`src/sv/cci_pkg.sv`:
```
// package: shared widths, codes and defaults for the cell id codec
`timescale 1ns / 1ps
package cci_pkg;

  // field widths
  localparam int GID_W  = 31;
  localparam int BLK_W  = 6;
  localparam int LAY_W  = 8;
  localparam int TRS_W  = 10;
  localparam int STP_W  = 8;
  localparam int CEL_W  = 10;
  localparam int TRAP_W = 5;
  localparam int REG_W  = 2;

  // configuration port
  localparam int CFG_IDX_W  = 3;
  localparam int CFG_DATA_W = 10;

  // defaults and limits
  localparam int ID_WIDTH_DEF = 31;
  localparam int MAX_TRAPS    = 16;
  localparam int CELL_MAX     = 1023;
  localparam int DIV_STEPS    = 4;

  typedef enum logic {
    OP_ENCODE = 1'b0,
    OP_DECODE = 1'b1
  } op_t;

  typedef enum logic [REG_W-1:0] {
    REG_BARREL    = 2'd0,
    REG_ENDCAP_PZ = 2'd1,
    REG_ENDCAP_NZ = 2'd2
  } region_t;

  typedef enum logic [CFG_IDX_W-1:0] {
    CFG_TRAP_COUNT     = 3'd0,
    CFG_EM_CELLS       = 3'd1,
    CFG_EM_STRIPS      = 3'd2,
    CFG_EM_TRAP_STRIPS = 3'd3,
    CFG_EM_LAYERS      = 3'd4,
    CFG_HD_STRIPS      = 3'd5,
    CFG_HD_TRAP_STRIPS = 3'd6,
    CFG_HD_LAYERS      = 3'd7
  } cfg_idx_t;

endpackage

```
`src/sv/cci_div_pipe.sv`:
```
// pipelined restoring divider, STEPS quotient bits per stage, with sideband
`timescale 1ns / 1ps
module cci_div_pipe #(
  parameter int NW    = 31,
  parameter int DW    = 8,
  parameter int SW    = 1,
  parameter int STEPS = cci_pkg::DIV_STEPS
) (
  input  logic          clk,
  input  logic          rst_n,
  input  logic          en,
  input  logic          in_valid,
  input  logic [NW-1:0] in_dvd,
  input  logic [DW-1:0] in_dvs,
  input  logic [SW-1:0] in_side,
  output logic          out_valid,
  output logic [NW-1:0] out_quot,
  output logic [DW-1:0] out_rem,
  output logic [SW-1:0] out_side
);

  localparam int NSTG = (NW + STEPS - 1) / STEPS;

  logic          vld_r  [NSTG];
  logic [DW-1:0] rem_r  [NSTG];
  logic [NW-1:0] dq_r   [NSTG];
  logic [DW-1:0] dvs_r  [NSTG];
  logic [SW-1:0] side_r [NSTG];

  // a group of shift-subtract steps; dq holds dividend bits, then quotient bits
  function automatic logic [DW+NW-1:0] div_steps(input logic [DW-1:0] rem,
                                                 input logic [NW-1:0] dq,
                                                 input logic [DW-1:0] d,
                                                 input int base);
    logic [DW:0]   t;
    logic [DW-1:0] r;
    logic [NW-1:0] q;
    r = rem;
    q = dq;
    for (int j = 0; j < STEPS; j++) begin
      if (base + j < NW) begin
        t = {r, q[NW-1]};
        q = {q[NW-2:0], 1'b0};
        if (t >= {1'b0, d}) begin
          t    = t - {1'b0, d};
          q[0] = 1'b1;
        end
        r = t[DW-1:0];
      end
    end
    return {r, q};
  endfunction

  for (genvar s = 0; s < NSTG; s++) begin : g_stg
    logic          src_vld;
    logic [DW-1:0] src_rem;
    logic [NW-1:0] src_dq;
    logic [DW-1:0] src_dvs;
    logic [SW-1:0] src_side;
    logic [DW+NW-1:0] step_nxt;

    // stage source: ports for the first stage, previous stage otherwise
    if (s == 0) begin : g_first
      assign src_vld  = in_valid;
      assign src_rem  = '0;
      assign src_dq   = in_dvd;
      assign src_dvs  = in_dvs;
      assign src_side = in_side;
    end else begin : g_next
      assign src_vld  = vld_r[s-1];
      assign src_rem  = rem_r[s-1];
      assign src_dq   = dq_r[s-1];
      assign src_dvs  = dvs_r[s-1];
      assign src_side = side_r[s-1];
    end

    assign step_nxt = div_steps(src_rem, src_dq, src_dvs, s * STEPS);

    // valid bit
    always_ff @(posedge clk) begin
      if (!rst_n) begin
        vld_r[s] <= 1'b0;
      end else if (en) begin
        vld_r[s] <= src_vld;
      end
    end

    // payload
    always_ff @(posedge clk) begin
      if (en) begin
        rem_r[s]  <= step_nxt[DW+NW-1:NW];
        dq_r[s]   <= step_nxt[NW-1:0];
        dvs_r[s]  <= src_dvs;
        side_r[s] <= src_side;
      end
    end
  end

  assign out_valid = vld_r[NSTG-1];
  assign out_quot  = dq_r[NSTG-1];
  assign out_rem   = rem_r[NSTG-1];
  assign out_side  = side_r[NSTG-1];

endmodule

```
`config.mk`:
```
export PLATFORM = sky130hd
export DESIGN_NAME = cci_div_pipe
export DESIGN_NICKNAME = d
export VERILOG_FILES = /design/src/sv/cci_pkg.sv /design/src/sv/cci_div_pipe.sv
export SDC_FILE = /design/constraint.sdc
export NUM_CORES = 1
export LEC_CHECK = 0
export ABC_AREA = 0
export BUFFER_PORTS_ARGS = -buffer_cell sky130_fd_sc_hd__buf_2
export CORE_MARGIN = 1
export CORE_UTILIZATION = 51
export DETAILED_ROUTE_END_ITERATION = 8
export HOLD_SLACK_MARGIN = 0.05
export PLACE_DENSITY_LB_ADDON = 0.05
export SYNTH_ARGS = -nofsm -noshare
export SYNTH_HDL_FRONTEND = slang
export SYNTH_SLANG_ARGS = --single-unit
export TNS_END_PERCENT = 10
```
`constraint.sdc`:
```
create_clock -name clk -period 10.2 [get_ports clk]
set_input_delay 1.53 -clock clk [delete_from_list [all_inputs] [get_ports clk]]
set_output_delay 1.53 -clock clk [all_outputs]
set_load 0.005 [all_outputs]
```
==> results of run 1 <==
## layer usage
metal  track usage  wire length (um)  up-vias
met3        0.0250              1340       74
met1         0.270             23100     7821
met5             0                 0        -
met2         0.361             25000      244
met4        0.0710              1260        0
li1              -                 -     8276
## how the worst max path moves through the flow
stage                     cells past startpoint      endpoint        start  slack [ns]
after floorplan                              35   rem_r[0][1]   in_dvd[30]        2.13
after global placement                       33  rem_r[0][31]  dvs_r[2][1]        0.49
after detailed placement                     33  rem_r[0][31]  dvs_r[2][1]        0.48
after CTS                                    33  rem_r[0][31]  dvs_r[2][1]        0.43
after global routing                         35  rem_r[0][18]  dvs_r[1][1]        0.06
final                                        35  rem_r[0][18]  dvs_r[1][1]        0.72
## per-stage QoR
stage	util	worst slack [ns]	cell area (um^2)
after detailed placement	0.537	0.478	25700
after global routing	0.566	0.0626	27100
after global placement	0.537	0.490	25700
final	0.566	0.718	27100
after floorplan	-	2.13	24800
after CTS	0.566	0.428	27100
## what timing repair did
action / 4_1_cts / 5_1_grt
setup endpoints to repair: 0 / 16
resized for setup: 0 / 5
setup buffers: 0 / 0
## registers in the layout, summed over array words and instances (netlist names)
signal / flops
dvs_r: 56
rem_r: 64
dq_r: 248
vld_r: 8
side_r: 8
## cells in the mapped netlist (35+ instances only)
library cell  number  area [um^2]
nand2_1          106          398
nor2b_1           52          325
xor2_1            51          447
a21o_1            52          390
inv_1            209          785
a21oi_1          136          681
ha_1             242         3030
o21a_1            35          263
mux2i_1           46          460
o21ai_0          112          561
mux2_2            58          653
xnor2_1           92          806
nor3_1            42          210
nor2_1           143          537
edfxtp_1         383        11500
## logic make-up (layout without fill, tap and decap cells)
group | count (synthesis) | after routing
AOI/OAI and AO/OA | 505 | 505
and+or+nand+nor | 505 | 505
DFF | 384 | 384
adders and majority gates | 272 | 272
buffers and inverters | 269 | 387
xor gates and xnor gates | 143 | 143
muxes | 120 | 120
## critical path, delay by kind of cell, from the launching register on
kind,cells,cell delay [ns]
simple gates,9,2.12
buf+inv,4,0.73
flops,1,0.48
fa+ha+maj,4,1.19
compound gates,18,4.71
## final cells by class
cell class                 count  area (um^2)  share of cell area
multi-input combinational   1545        12100               0.447
sequential                   384        11500               0.425
clock buffer                  50         1120              0.0415
inverter                     212          796              0.0294
tap                          615          769              0.0284
timing repair buffer          95          526              0.0194
clock inverter                30          249             0.00919
==> results.py, run 1 <==
metrics = {
    "timing": {
        "fin_crit_ns": 9.48,
        "hold_ws_ns": 0.410,
        "final-max-slew-violation-count": 0,
        "post-route-period-util": 0.930,
        "rsz0062_at_grt": "false",
        "fmax_mhz": 105,
        "slew_headroom": 0.306,
        "worstMarginPinSlew_ns": 1.04,
        "finalSetupViolations": 0,
        "hold_violations": 0,
        "fin_setup_tns_ns": 0,
        "fin_worst_skew_ns": 0.0127,
    },
    "global_routing": {
        "grt_pass1_vias": 16100,
        "grt_max_degree": 156,
        "grt_overflow": 0,
        "grt.total_usage": 0.208,
        "grt_pass1_wl_um": 82700,
        "antenna_found_initial": 0,
    },
    "floorplan": {
        "io_pins": 85,
        "die_w_um": 222,
        "start_util": 0.518,
        "std_cell_rows": 80,
        "coreArea_mm2": 0.0478,
        "dieArea_mm2": 0.0495,
        "die-height_um": 222,
    },
    "setup_path": {
        "cp.arrival_ns": 9.81,
        "cp_max_fo": 13,
        "startpoint_type": "register",
        "worstRegToRegCells": 35,
        "regToRegEndpoint": "rem_r[0][18]",
        "critPathKind": "register to register",
        "r2r_slack_ns": 0.72,
        "cpPeakStageDelay_ns": 0.49,
        "path_common_cell": "a21oi_1",
        "required_ns": 10.53,
        "crit_path_end_kind": "register",
        "r2r_start": "dvs_r[1][1]",
        "critPathSlowestCell": "or3_1",
    },
    "yosys": {
        "synth_compound_area_frac": 0.137,
        "syn_nets": 2514,
        "synth.avg_cell_area_um2": 11.3,
        "synth_fa_ha_area_frac": 0.146,
        "synth-seq-cells": 384,
        "ys_seq_area_frac": 0.465,
        "yosys_warnings": 0,
        "synth_cells": 2198,
        "async_flop_share": 0,
        "synth-main-ff-cell": "edfxtp_1",
        "synth-simple-area-share": 0.101,
        "synth-xor-area-share": 0.0506,
        "synth-edff-count": 383,
        "synth_top_family_by_area": "adder cells",
        "synth_area_mm2": 0.0248,
        "synth_cell_types": 88,
        "synthMuxAreaShare": 0.0535,
    },
    "placed_design": {
        "gp_congestion": 0.883,
        "io_buffers": 84,
        "dpl.cell_count": 2851,
        "hpwl_um": 38000,
    },
    "clock_tree": {
        "htreeDepth": 2,
        "clk_path_buf_depth": 3,
        "cts_buffers": 44,
        "cts_sinks": 384,
        "clkTransAtPathRegs_ns": 0.06,
        "cts_hold_buf": 0,
        "cts_tree": "built",
        "clkLatencyLatePin_ns": 0.58,
        "cts_root_buffer": "clkbuf_16",
    },
    "route": {
        "drcViolationCount": 0,
        "drtIter0Drc": 961,
        "wl_um": 50700,
        "vias": 16400,
        "vias_per_cell": 5.60,
        "drt_first_pass_iters": 7,
        "routedWlPerCell_um": 17.3,
        "ant_nets": 0,
    },
    "worst_hold_path": {
        "min-delay-start": "dq_r[0][119]",
        "hold_path_end": "dq_r[1][30]",
        "whs_path_depth": 0,
        "hold_class": "register to register",
    },
    "cells_and_area": {
        "diodes": 0,
        "mostFrequentLayoutCell": "edfxtp_1",
        "final_cell_mix": "edfxtp_1 (383), ha_1 (242), inv_1 (209)",
        "drive_gt1_frac": 0.112,
        "area_delta_synth_final_pct": 9.37,
        "nets": 2598,
        "fill_cells": 4008,
        "final_cells": 2931,
    },
    "run_status": {
        "status": "complete, no violations",
    },
    "run": {
        "max_cap_viol_count": 0,
    },
}
Power of run 1 is not shown: default switching activity piles up to over one toggle a cycle in this logic, so the estimate is an artifact.
==> run 2, diff against run 1 <==
Settings changed: RECOVER_POWER set to 100.
==> run 2 against run 1 <==
Compared with the run above:
- the run now ends with max-capacitance violations, max-slew violations left
- via count is essentially flat
- clock skew is 0.00080 ns lower
- register-to-register slack got worse by 0.05 ns
- routed wire length hardly changed
- final cell count unchanged
- setup slack worse by 0.048 ns
- critical path depth stayed put
- critical path type unchanged
- largest cell class unchanged
==> results.py, run 2 (same netlist as run 1, synthesis figures left out) <==
metrics = {
    "run_status": {
        "status": "complete, but fails checks",
        "violations": "max-capacitance violations, max-slew violations",
    },
    "cells_and_area": {
        "area_delta_synth_final_pct": 8.86,
        "top_register": "dq_r",
        "ff_latch_area_mm2": 0.0115,
        "drive_gt1_frac": 0.0937,
        "mostFrequentLayoutCell": "edfxtp_1",
        "diodes": 0,
        "multi_input_area_mm2": 0.0121,
        "largest_register_ffs": 248,
        "final_cell_mix": "edfxtp_1 (383), ha_1 (242), inv_1 (210)",
        "fill_cells": 4042,
        "top_regs": "dq_r (248), rem_r (64), dvs_r (56)",
        "nets": 2598,
    },
    "clock_tree": {
        "clk_path_buf_depth": 3,
        "cts_tree": "built",
        "cts_sinks": 384,
        "htreeDepth": 2,
        "cts_buffers": 44,
        "clkTransAtPathRegs_ns": 0.06,
        "cts_root_buffer": "clkbuf_16",
        "clkLatencyLatePin_ns": 0.58,
    },
    "route": {
        "drcViolationCount": 0,
        "wl_um": 50700,
        "drtIter0Drc": 957,
        "vias_per_cell": 5.60,
        "routedWlPerCell_um": 17.3,
        "ant_nets": 0,
        "drt_first_pass_iters": 7,
        "vias": 16400,
    },
    "global_routing": {
        "grt_max_degree": 156,
        "grt_pass1_wl_um": 82700,
        "grt_overflow": 0,
        "grt_pass1_vias": 16100,
        "antenna_found_initial": 0,
        "grt.total_usage": 0.208,
    },
    "timing": {
        "post-route-period-util": 0.934,
        "fmax_mhz": 105,
        "fin_worst_skew_ns": 0.0119,
        "final-max-slew-violation-count": 392,
        "fin_setup_tns_ns": 0,
        "fin_crit_ns": 9.53,
        "rsz0062_at_grt": "false",
        "worstMarginPinSlew_ns": 5.12,
        "finalSetupViolations": 0,
        "slew_headroom": -2.41,
        "hold_violations": 0,
        "setup_slack_ns": 0.670,
    },
    "run": {
        "max_cap_viol_count": 4,
    },
    "setup_path": {
        "cp.arrival_ns": 9.86,
        "critPathSlowestCell": "or3_1",
        "crit_path_end_kind": "register",
        "cpPeakStageDelay_ns": 0.49,
        "cp.buffers_inverters": 4,
        "r2r_slack_ns": 0.67,
        "path_delay_family": "compound AO/OA/AOI/OAI gates",
        "cp_max_fo": 13,
        "startpoint_type": "register",
        "path_common_cell": "a21oi_1",
        "required_ns": 10.53,
        "critPathKind": "register to register",
    },
    "worst_hold_path": {
        "hold_class": "register to register",
    },
    "placed_design": {
        "io_buffers": 84,
        "hpwl_um": 38000,
        "pre_cts_ws_ns": 0.478,
        "gp_congestion": 0.883,
    },
    "floorplan": {
        "die-height_um": 222,
        "coreArea_mm2": 0.0478,
        "start_util": 0.518,
        "io_pins": 85,
        "dieArea_mm2": 0.0495,
        "die_w_um": 222,
        "std_cell_rows": 80,
    },
}
==> run 2: cell types whose count changed in the layout (fill, tap and decap cells not counted), sizes merged <==
cell / before / now
buf: 95 / 68
clkbuf: 50 / 77
==> run 2: what timing repair did <==
action,in CTS,in global routing
buffers inserted,0,0
endpoints found under the setup margin,0,16
resized for setup,0,5
hold buffers,0,0
hold endpoints to repair,0,0
==> run 2: area by class of cell <==
cell class | count | share of cell area
Inverter | 212 | 0.0295
Sequential cell | 384 | 0.427
Clock buffer | 50 | 0.0417
Timing Repair Buffer | 95 | 0.0167
Multi-Input combinational cell | 1545 | 0.447
Tap cell | 615 | 0.0285
Clock inverter | 30 | 0.00923
==> run 2: per-layer routing <==
| layer | track usage | wire, um |
|---|---|---|
| met4 | 0.0710 | 1230 |
| met5 | 0 | 0 |
| met3 | 0.0250 | 1300 |
| met1 | 0.270 | 23200 |
| met2 | 0.361 | 25000 |
==> run 2: path summary, 6_finish.rpt <==
check                                  start      endpoint  cells past startpoint
worst max-delay path             dvs_r[1][1]  rem_r[0][18]                     35
worst min-delay path            dq_r[0][119]   dq_r[1][30]                      0
worst max register to register   dvs_r[1][1]  rem_r[0][18]                     35
worst min register to register  dq_r[0][119]   dq_r[1][30]                      0
==> run 2: through the flow <==
stage | std cells | instance area [um^2] | hold WS (ns) | util
after floorplan | 2198 | 24800 | 0.400 | -
after global placement | 2851 | 25700 | 0.400 | 0.537
after detailed placement | 2851 | 25700 | 0.405 | 0.537
after CTS | 2931 | 27100 | 0.413 | 0.566
after global routing | 2931 | 27000 | 0.416 | 0.564
final | 2931 | 27000 | 0.410 | 0.564
Power of run 2 is left out for the same reason.
==> run 3, diff against run 2 <==
==> constraint.sdc (replaced) <==
create_clock -name clk -period 10.2 [get_ports clk]
set_input_delay 1.02 -clock clk [delete_from_list [all_inputs] [get_ports clk]]
set_output_delay 1.02 -clock clk [all_outputs]
set_load 0.005 [all_outputs]
==> run 3 against run 2 <==
Compared with the run above:
- the run still ends with max-capacitance violations, max-slew violations left
- clock skew down 0.0021 ns
- clock-buffer cell count down 2
- setup slack better by 0.0015 ns
- utilization about the same
- die area unchanged
- fmax about the same
==> results.py, run 3 (same netlist as run 1, synthesis figures left out) <==
metrics = {
    "floorplan": {
        "io_pins": 85,
        "std_cell_rows": 80,
        "coreArea_mm2": 0.0478,
        "dieArea_mm2": 0.0495,
        "die-height_um": 222,
        "start_util": 0.518,
        "die_w_um": 222,
    },
    "route": {
        "wl_met2_um": 25000,
        "met3WireLength_um": 1510,
        "ant_nets": 0,
        "routedWlPerCell_um": 17.4,
        "vias": 16500,
        "routed.top_layer": "met4",
        "drt_first_pass_iters": 5,
        "drcViolationCount": 0,
        "wl_um": 50800,
        "vias_per_cell": 5.62,
        "drtIter0Drc": 1001,
        "met1_length_um": 22900,
    },
    "setup_path": {
        "critPathKind": "register to register",
        "cp_max_fo": 13,
        "crit_start": "dvs_r[1][1]",
        "cpPeakStageDelay_ns": 0.54,
        "r2r_slack_ns": 0.67,
        "required_ns": 10.52,
        "crit_path_end_kind": "register",
        "r2r_start": "dvs_r[1][1]",
        "path_common_cell": "a21oi_1",
        "regToRegEndpoint": "rem_r[0][18]",
        "worstRegToRegCells": 36,
        "startpoint_type": "register",
        "cp.arrival_ns": 9.85,
        "critPathSlowestCell": "nor3_1",
    },
    "timing": {
        "post-route-period-util": 0.934,
        "slew_headroom": -1.95,
        "fin_crit_ns": 9.53,
        "hold_violations": 0,
        "fmax_mhz": 105,
        "rsz0062_at_grt": "true",
        "fin_worst_skew_ns": 0.00981,
        "setup_slack_ns": 0.672,
        "finalSetupViolations": 0,
        "worstMarginPinSlew_ns": 4.42,
        "hold_ws_ns": 0.410,
        "fin_setup_tns_ns": 0,
        "final-max-slew-violation-count": 392,
    },
    "run_status": {
        "violations": "max-capacitance violations, max-slew violations",
        "status": "complete, but fails checks",
    },
    "clock_tree": {
        "clkTransAtPathRegs_ns": 0.06,
        "clk_path_buf_depth": 3,
        "clkLatencyLatePin_ns": 0.56,
        "cts_tree": "built",
        "post_cts_buffers": 0,
        "cts_root_buffer": "clkbuf_16",
        "cts_buffers": 42,
        "htreeDepth": 2,
        "cts_sinks": 384,
    },
    "cells_and_area": {
        "diodes": 0,
        "mostFrequentLayoutCell": "edfxtp_1",
        "utilization": 0.564,
        "area_delta_synth_final_pct": 8.93,
        "ff_latch_area_mm2": 0.0115,
        "fill_cells": 4143,
        "drive_gt1_frac": 0.0925,
        "nets": 2596,
        "final_cell_mix": "edfxtp_1 (383), ha_1 (242), inv_1 (209)",
        "largest_register_ffs": 248,
        "top_regs": "dq_r (248), rem_r (64), dvs_r (56)",
        "top_register": "dq_r",
        "multi_input_area_mm2": 0.0121,
    },
    "global_routing": {
        "grt.total_usage": 0.208,
        "grt_overflow": 0,
        "antenna_found_initial": 0,
        "grt_pass1_vias": 16200,
        "grt_max_degree": 179,
        "grt_pass1_wl_um": 82900,
    },
    "placed_design": {
        "hpwl_um": 38300,
        "pre_cts_ws_ns": 0.609,
        "io_buffers": 84,
        "gp_congestion": 0.843,
    },
    "worst_hold_path": {
        "hold_path_end": "dq_r[1][59]",
        "whs_path_depth": 0,
        "min-delay-start": "dq_r[1][24]",
        "hold_class": "register to register",
    },
    "run": {
        "max_cap_viol_count": 4,
    },
}
==> run 3: cell types whose count changed in the layout (fill, tap and decap cells not counted), moves of 2 or more <==
cell and change:
mux2_2 +2, buf_2 -7, clkbuf_16 -2, bufinv_16 +3
clkinv_1 -2, mux2_1 -2, clkinv_4 -2, clkbuf_1 +5
==> run 3: area by class of cell <==
class | instances | area share
timing repair buffer | 95 | 0.0164
inverter | 212 | 0.0295
multi-input combinational | 1545 | 0.447
sequential | 384 | 0.427
clock inverter | 29 | 0.0114
tap | 615 | 0.0285
clock buffer | 48 | 0.0402
==> run 3: metrics by stage <==
| step | instances | instance area [um^2] |
|---|---|---|
| after floorplan | 2198 | 24800 |
| after global placement | 2851 | 25700 |
| after detailed placement | 2851 | 25700 |
| after CTS | 2928 | 27100 |
| after global routing | 2928 | 27000 |
| final | 2928 | 27000 |
==> run 3: routing by layer <==
layer / track usage / vias up
met5: 0 / -
met3: 0.0246 / 96
met1: 0.269 / 7852
li1: - / 8277
met2: 0.362 / 231
met4: 0.0661 / 0
==> run 3: timing repair <==
| item | in CTS | in global routing |
|---|---|---|
| resized for setup | 0 | 3 |
| endpoints found under the setup margin | 0 | 15 |
| hold buffers | 0 | 0 |
==> run 3: worst max-delay path by stage <==
stage                     slack (ns)            to  depth (start not counted)
after global placement          0.66  rem_r[0][23]                         35
after detailed placement        0.61  rem_r[1][11]                         35
after global routing           -0.06  rem_r[0][18]                         36
after CTS                       0.58  rem_r[0][23]                         35
after floorplan                 2.13  rem_r[1][11]                         37
final                           0.67  rem_r[0][18]                         36
==> run 3: worst max-delay path: cells and delay by family, from the launching register on <==
kind / cells / cell delay, ns
AND/OR/NAND/NOR: 10 / 2.30
adder cells (fa/ha/maj): 4 / 1.17
flip-flops: 1 / 0.53
AO/OA/AOI/OAI: 18 / 4.50
buffers and inverters: 4 / 0.76
Power of run 3 is left out for the same reason.
